## src/rtl/rqms_pkg.sv

```systemverilog
// Package for the ready queue with least-key select.
// Holds the transaction payload types, the stored entry type and the function codes.
// No dependencies.
package rqms_pkg;

    // Function codes carried in the func field.
    localparam logic [2:0] FN_PUSH     = 3'd0;
    localparam logic [2:0] FN_POP_FIFO = 3'd1;
    localparam logic [2:0] FN_SEL_PRIO = 3'd2;
    localparam logic [2:0] FN_SEL_REM  = 3'd3;
    localparam logic [2:0] FN_TICK     = 3'd4;

    // Waiting count saturates at this value.
    localparam logic [15:0] WAIT_MAX = 16'hFFFF;

    // Input transaction.
    typedef struct packed {
        logic [2:0] func;
        logic [3:0] process_id;
        logic [7:0] priority_key;
        logic [7:0] remaining_cpu;
        logic       remove;
    } in_t;

    // Result transaction.
    typedef struct packed {
        logic [3:0]  chosen_id;
        logic [15:0] chosen_wait;
        logic        fault;
        logic [4:0]  queue_count;
    } out_t;

    // One queue entry as held in the store.
    typedef struct packed {
        logic [3:0]  id;
        logic [7:0]  prio;
        logic [7:0]  rem;
        logic [15:0] wait_cnt;
    } entry_t;

endpackage

```

## src/rtl/rqms_store.sv

```systemverilog
// Entry store of the ready queue: one write port and one registered read port.
// Depends on rqms_pkg for the entry type.
module rqms_store #(
    parameter int DEPTH = 16
) (
    input  logic                          aclk,
    input  logic                          we,
    input  logic [$clog2(DEPTH)-1:0]      waddr,
    input  rqms_pkg::entry_t              wdata,
    input  logic [$clog2(DEPTH)-1:0]      raddr,
    output rqms_pkg::entry_t              rdata
);
    import rqms_pkg::*;

    entry_t mem [DEPTH];
    entry_t rdata_reg;

    // Write and registered read; both ports work in the same cycle.
    always_ff @(posedge aclk) begin
        if (we) begin
            mem[waddr] <= wdata;
        end
        rdata_reg <= mem[raddr];
    end

    assign rdata = rdata_reg;

endmodule

```

## src/rtl/ready_queue_min_select.sv

```systemverilog
// Ready queue of a CPU scheduler with FIFO pop, least-key select and ageing.
// Push, fault or unused code go straight to the result; a select scans every queued entry
// through the single read port, a FIFO pop reads only the head, and a removal then shifts the
// entries behind the chosen one down one place to compact; a tick ages every entry in place.
// One transaction at a time; s_ready returns the cycle after the result is loaded, and a
// waiting result stalls it. Synchronous active-low reset empties the queue and drops any result.
module ready_queue_min_select #(
    parameter int DEPTH = 16
) (
    input  logic           aclk,
    input  logic           aresetn,
    input  logic           s_valid,
    output logic           s_ready,
    input  rqms_pkg::in_t  s_data,
    output logic           m_valid,
    input  logic           m_ready,
    output rqms_pkg::out_t m_data
);
    import rqms_pkg::*;

    localparam int IDX_W = $clog2(DEPTH);
    localparam int CNT_W = $clog2(DEPTH + 1);

    localparam logic [1:0] ST_IDLE = 2'd0;
    localparam logic [1:0] ST_SCAN = 2'd1;
    localparam logic [1:0] ST_MOVE = 2'd2;
    localparam logic [1:0] ST_DONE = 2'd3;

    logic [1:0]       state_reg, state_next;
    logic [CNT_W-1:0] cnt_reg, cnt_next;
    logic [2:0]       func_reg, func_next;
    logic             remove_reg, remove_next;
    logic [CNT_W-1:0] idx_reg, idx_next;
    logic             pend_reg, pend_next;
    logic [IDX_W-1:0] ppos_reg, ppos_next;
    logic [7:0]       best_key_reg, best_key_next;
    logic [IDX_W-1:0] best_pos_reg, best_pos_next;
    logic [3:0]       best_id_reg, best_id_next;
    logic [15:0]      best_wait_reg, best_wait_next;
    logic             fault_reg, fault_next;
    logic             choice_reg, choice_next;
    logic             m_valid_reg, m_valid_next;
    out_t             m_data_reg, m_data_next;

    logic             we;
    logic [IDX_W-1:0] waddr;
    entry_t           wdata;
    logic [IDX_W-1:0] raddr;
    entry_t           rdata;

    logic [CNT_W-1:0] scan_limit;
    logic [7:0]       rd_key;

    rqms_store #(
        .DEPTH(DEPTH)
    ) u_store (
        .aclk  (aclk),
        .we    (we),
        .waddr (waddr),
        .wdata (wdata),
        .raddr (raddr),
        .rdata (rdata)
    );

    // A FIFO pop looks only at the head; the selects scan the whole queue.
    assign scan_limit = (func_reg == FN_POP_FIFO) ? CNT_W'(1) : cnt_reg;
    assign rd_key     = (func_reg == FN_SEL_PRIO) ? rdata.prio : rdata.rem;
    assign raddr      = idx_reg[IDX_W-1:0];

    // Sequencer: while scanning or moving, one store read issued per cycle, its data consumed in the next cycle.
    always_comb begin
        state_next     = state_reg;
        cnt_next       = cnt_reg;
        func_next      = func_reg;
        remove_next    = remove_reg;
        idx_next       = idx_reg;
        pend_next      = 1'b0;
        ppos_next      = ppos_reg;
        best_key_next  = best_key_reg;
        best_pos_next  = best_pos_reg;
        best_id_next   = best_id_reg;
        best_wait_next = best_wait_reg;
        fault_next     = fault_reg;
        choice_next    = choice_reg;
        m_valid_next   = m_valid_reg;
        m_data_next    = m_data_reg;
        we             = 1'b0;
        waddr          = '0;
        wdata          = '0;

        // The result register empties when the consumer takes it.
        if (m_valid_reg && m_ready) begin
            m_valid_next = 1'b0;
        end

        case (state_reg)
            ST_IDLE: begin
                if (s_valid) begin
                    func_next   = s_data.func;
                    remove_next = s_data.remove;
                    fault_next  = 1'b0;
                    choice_next = 1'b0;
                    idx_next    = '0;
                    case (s_data.func)
                        FN_PUSH: begin
                            if (cnt_reg == CNT_W'(DEPTH)) begin
                                fault_next = 1'b1;
                            end else begin
                                we             = 1'b1;
                                waddr          = cnt_reg[IDX_W-1:0];
                                wdata.id       = s_data.process_id;
                                wdata.prio     = s_data.priority_key;
                                wdata.rem      = s_data.remaining_cpu;
                                wdata.wait_cnt = '0;
                                cnt_next       = cnt_reg + CNT_W'(1);
                            end
                            state_next = ST_DONE;
                        end
                        FN_POP_FIFO, FN_SEL_PRIO, FN_SEL_REM: begin
                            if (cnt_reg == '0) begin
                                fault_next = 1'b1;
                                state_next = ST_DONE;
                            end else begin
                                choice_next = 1'b1;
                                state_next  = ST_SCAN;
                            end
                        end
                        FN_TICK: begin
                            state_next = ST_MOVE;
                        end
                        default: begin
                            state_next = ST_DONE;
                        end
                    endcase
                end
            end

            ST_SCAN: begin
                // Issue the next read while entries remain.
                if (idx_reg < scan_limit) begin
                    pend_next = 1'b1;
                    ppos_next = idx_reg[IDX_W-1:0];
                    idx_next  = idx_reg + CNT_W'(1);
                end
                // Keep the first entry with the strictly least key.
                if (pend_reg) begin
                    if (ppos_reg == '0 || rd_key < best_key_reg) begin
                        best_key_next  = rd_key;
                        best_pos_next  = ppos_reg;
                        best_id_next   = rdata.id;
                        best_wait_next = rdata.wait_cnt;
                    end
                end
                if (idx_reg >= scan_limit && !pend_reg) begin
                    if (func_reg != FN_POP_FIFO && !remove_reg) begin
                        state_next = ST_DONE;
                    end else begin
                        idx_next   = CNT_W'(best_pos_reg) + CNT_W'(1);
                        state_next = ST_MOVE;
                    end
                end
            end

            ST_MOVE: begin
                // Stream entries through: age them in place, or shift them down one.
                if (idx_reg < cnt_reg) begin
                    pend_next = 1'b1;
                    ppos_next = idx_reg[IDX_W-1:0];
                    idx_next  = idx_reg + CNT_W'(1);
                end
                if (pend_reg) begin
                    we    = 1'b1;
                    wdata = rdata;
                    if (func_reg == FN_TICK) begin
                        waddr = ppos_reg;
                        if (rdata.wait_cnt != WAIT_MAX) begin
                            wdata.wait_cnt = rdata.wait_cnt + 16'd1;
                        end
                    end else begin
                        waddr = ppos_reg - IDX_W'(1);
                    end
                end
                if (idx_reg >= cnt_reg && !pend_reg) begin
                    if (func_reg != FN_TICK) begin
                        cnt_next = cnt_reg - CNT_W'(1);
                    end
                    state_next = ST_DONE;
                end
            end

            ST_DONE: begin
                // Load the result once the output register is free.
                if (!m_valid_reg || m_ready) begin
                    m_valid_next            = 1'b1;
                    m_data_next.chosen_id   = choice_reg ? best_id_reg : 4'd0;
                    m_data_next.chosen_wait = choice_reg ? best_wait_reg : 16'd0;
                    m_data_next.fault       = fault_reg;
                    m_data_next.queue_count = 5'(cnt_reg);
                    state_next              = ST_IDLE;
                end
            end

            default: begin
                state_next = ST_IDLE;
            end
        endcase
    end

    // Control registers take reset; payload registers do not.
    always_ff @(posedge aclk) begin
        if (!aresetn) begin
            state_reg   <= ST_IDLE;
            cnt_reg     <= '0;
            pend_reg    <= 1'b0;
            m_valid_reg <= 1'b0;
        end else begin
            state_reg   <= state_next;
            cnt_reg     <= cnt_next;
            pend_reg    <= pend_next;
            m_valid_reg <= m_valid_next;
        end
        func_reg      <= func_next;
        remove_reg    <= remove_next;
        idx_reg       <= idx_next;
        ppos_reg      <= ppos_next;
        best_key_reg  <= best_key_next;
        best_pos_reg  <= best_pos_next;
        best_id_reg   <= best_id_next;
        best_wait_reg <= best_wait_next;
        fault_reg     <= fault_next;
        choice_reg    <= choice_next;
        m_data_reg    <= m_data_next;
    end

    assign s_ready = (state_reg == ST_IDLE);
    assign m_valid = m_valid_reg;
    assign m_data  = m_data_reg;

endmodule

```

## config.mk

```make
export PLATFORM = sky130hd
export DESIGN_NAME = ready_queue_min_select
export DESIGN_NICKNAME = d
export VERILOG_FILES = /design/src/rtl/rqms_pkg.sv /design/src/rtl/rqms_store.sv /design/src/rtl/ready_queue_min_select.sv
export SDC_FILE = /design/constraint.sdc
export NUM_CORES = 1
export LEC_CHECK = 0
export BUFFER_PORTS_ARGS = -buffer_cell sky130_fd_sc_hd__buf_2
export CAP_MARGIN = 5
export CORE_UTILIZATION = 38
export DETAILED_ROUTE_END_ITERATION = 10
export PLACE_DENSITY = 0.52
export RECOVER_POWER = 25
export SYNTH_ARGS = -nofsm -noshare
export SYNTH_HDL_FRONTEND = slang
export SYNTH_SLANG_ARGS = --single-unit
```

## constraint.sdc

```tcl
create_clock -name aclk -period 5.74 [get_ports aclk]
set_input_delay 0 -clock aclk [delete_from_list [all_inputs] [get_ports aclk]]
set_output_delay 0 -clock aclk [all_outputs]
set_load 0.1 [all_outputs]
```

==> out/metrics.cfg <==
[placed_design]
portBuffers=55
gp_congestion=0.7831
hpwl_mm=34.49

[global_route]
grt-ovfl-total=0
met3_usage_pct=3.375
grt_pass1_vias=13770
grt_pass1_wl_mm=93.67
grt_antenna_before_repair=1
use_met2_pct=27.62
grt_max_degree=149
gr-usage-met1_pct=25.12
top_usage_layer=met2
grtUsageTotal_pct=17.57

[die]
initial_utilization_pct=38.63
die_x_microns=269.5
coreArea_sq_um=70390
die_h_microns=269.5
rows=97
io_pins=56
die_area_sq_um=72630

[route]
detail-route-antenna-nets=0
routedWlPerCell_microns=26.09
drcViolationCount=0
vias=13010
wl_mm=62.80
firstDrtPassIters=5
vias_per_cell=5.407
first_iter_violations=1125

[yosys]
synth.avg_cell_area_sq_um=21.18
synth_edf_count=649
syn_nets=1342
ys.flop_type=edfxtp_1
ys_seq_area_share_pct=74.98
async_reset_ff_share_pct=0
synth_area_sq_um=27190
synth_cells=1284
ys_seq_elements=694
yosys_warnings=0
yosys.cell_types.count=65

[clocking]
h-tree-depth=3
post-cts-setup-buffer-count=0
ctsResizeCount=0
postCtsHoldBufs=7
numCtsBuffers=77
cts_root_buffer=clkbuf_16
cts_tree=yes
cts.sinks=694
clockBufferDepth=3
worstSkewPairLatency_ps=620
cts.clk_slew.worst_paths_ps=60

[pwr]
p_leak_uw=0.01011
max-vdd-ir-drop_mv=0.2780
cellPowerDensity_nw_per_um2=456.0
power_uw=14250

[setup_path]
worstRegToRegCells=9
worstReg2RegStart=func_reg[2]
cp-end-kind=flop
critPathLaunchType=flop
criticalPathCategory=reg2reg
critPathRequiredTime_ps=6010
worst-r2r-setup-slack_ps=1320
reg2reg_to=best_pos_reg[3]
cp.arrival_ps=4690
critPathMaxFanout=19

[sta]
final.min_clock_period_ps=4418
setup_viol=0
final.setup_skew_ps=41.60
worst_pin_slew_ps=2993
fin_crit_sh_pct=76.97
setup_tns_ps=0
clock.fmax_ghz=0.2263
max_slew_margin_pct=-99.94
timing.hold.ws_ps=105.9
rsz0062_at_grt=false
slew_viol_final=209
hold_viol=0

[layout]
largest_reg_flops=576
final_nets=1461
antenna_cells=0
mostFrequentLayoutCells=edfxtp_1 (649), mux4_2 (180), clkbuf_16 (79), clkbuf_1 (56), dfxtp_1 (45)
fillers=5999
drive_gt1_share_pct=24.88
areaGrowthSynthToFinish_pct=14.93
final_common_cell=edfxtp_1

[hold_path]
min_to=u_store.mem[5][31]
hold_depth=2
holdCritPathClass=in2reg
worstHoldStart=s_data[16]

[run_status]
outcome=finished, violations left
failed_checks=max-capacitance violations, max-slew violations

[flow_run]
max_cap_viol_count=7

cell type report:
cell class                 instances  area [sq um]  area share (%)
tap                              940          1176           3.763
multi-input combinational        509          6494           20.78
clock buffer                      98          2068           6.618
clock inverter                    45         466.7           1.493
inverter                          25         93.84          0.3003
sequential                       694         20390           65.24
timing repair buffer              96         564.3           1.806
worst max path at each step:
stage	start	endpoint	depth (start not counted)
3_3_place_gp	state_reg[0]	u_store.mem[12][13]	9
2_1_floorplan	state_reg[0]	u_store.mem[13][0]	7
5_1_grt	idx_reg[0]	u_store.rdata[12]	3
4_1_cts	state_reg[0]	u_store.mem[12][13]	9
3_5_place_dp	func_reg[0]	best_id_reg[0]	9
6_report	func_reg[2]	best_pos_reg[3]	9
worst max-delay path: stages, from the launching register on:
cell      delay [ps]
edfxtp_1         440
nor3b_1         1340
mux2_1           420
ha_1             310
a21o_1           170
a21o_1           170
a21oi_1          150
o211ai_1         140
a21oi_4          490
buf_4            410
where the power goes:
part / internal, uW / leakage [uW] / switching [uW] / total (uW)
registers: 5850 / 0.00656 / 308 / 6160
clock network: 2960 / 0.00123 / 1950 / 4910
logic: 1480 / 0.00232 / 1710 / 3190
total: 10300 / 0.0101 / 3960 / 14300
cells by family after synthesis:
kind of cell / after synthesis / synth area share (%)
flip-flops: 694 / 74.98
XOR/XNOR: 22 / 0.7086
AND/OR/NAND/NOR: 160 / 3.088
adder cells (fa/ha/maj): 30 / 1.408
buffers and inverters: 81 / 1.546
AO/OA/AOI/OAI: 106 / 2.913
multiplexers: 191 / 15.35
cells in the mapped netlist, types with 3 or more instances:
| master | n | area [sq um] |
|---|---|---|
| edfxtp_1 | 649 | 19490 |
| mux4_2 | 180 | 4054 |
| nor2_1 | 52 | 195.2 |
| dfxtp_1 | 45 | 900.9 |
| clkbuf_1 | 32 | 120.1 |
| ha_1 | 29 | 362.9 |
| inv_1 | 25 | 93.84 |
| and2_1 | 23 | 143.9 |
| nand3_1 | 22 | 110.1 |
| a22o_1 | 20 | 175.2 |
| a21oi_1 | 19 | 95.09 |
| nand2_1 | 18 | 67.56 |
| buf_6 | 14 | 157.7 |
| xor2_1 | 12 | 105.1 |
| xnor2_1 | 10 | 87.58 |
| mux2_2 | 9 | 101.4 |
| o21ai_0 | 9 | 45.04 |
| nor3_1 | 8 | 40.04 |
| o211ai_1 | 8 | 60.06 |
| nand4_1 | 7 | 43.79 |
| o221ai_1 | 7 | 61.31 |
| a21o_1 | 5 | 37.54 |
| buf_1 | 5 | 18.77 |
| nor3b_1 | 5 | 37.54 |
| o21ai_1 | 4 | 20.02 |
| a31oi_1 | 3 | 18.77 |
| and3_1 | 3 | 18.77 |
| buf_2 | 3 | 15.01 |
| nand2b_1 | 3 | 18.77 |
| nor3_2 | 3 | 30.03 |
| o2111ai_1 | 3 | 26.28 |
| o21a_1 | 3 | 22.52 |
| o31ai_1 | 3 | 22.52 |
| or3_1 | 3 | 18.77 |
per-stage QoR:
step | cell area, sq um | instances | setup WS [ps] | util (%)
after floorplan | 27190 | 1284 | 1359 | -
after global placement | 28780 | 2257 | 1935 | 40.88
after detailed placement | 28780 | 2257 | 1842 | 40.88
after CTS | 31380 | 2407 | 1778 | 44.58
after global routing | 31250 | 2407 | 1071 | 44.40
final | 31250 | 2407 | 1322 | 44.40
per-layer routing:
metal / wire [microns] / vias to the layer above
li1: - / 5625
met1: 28450 / 6971
met2: 30130 / 351
met3: 3284 / 67
met4: 936 / 0
met5: 0 / -
No activity file was read; power rests on OpenSTA's default activity.
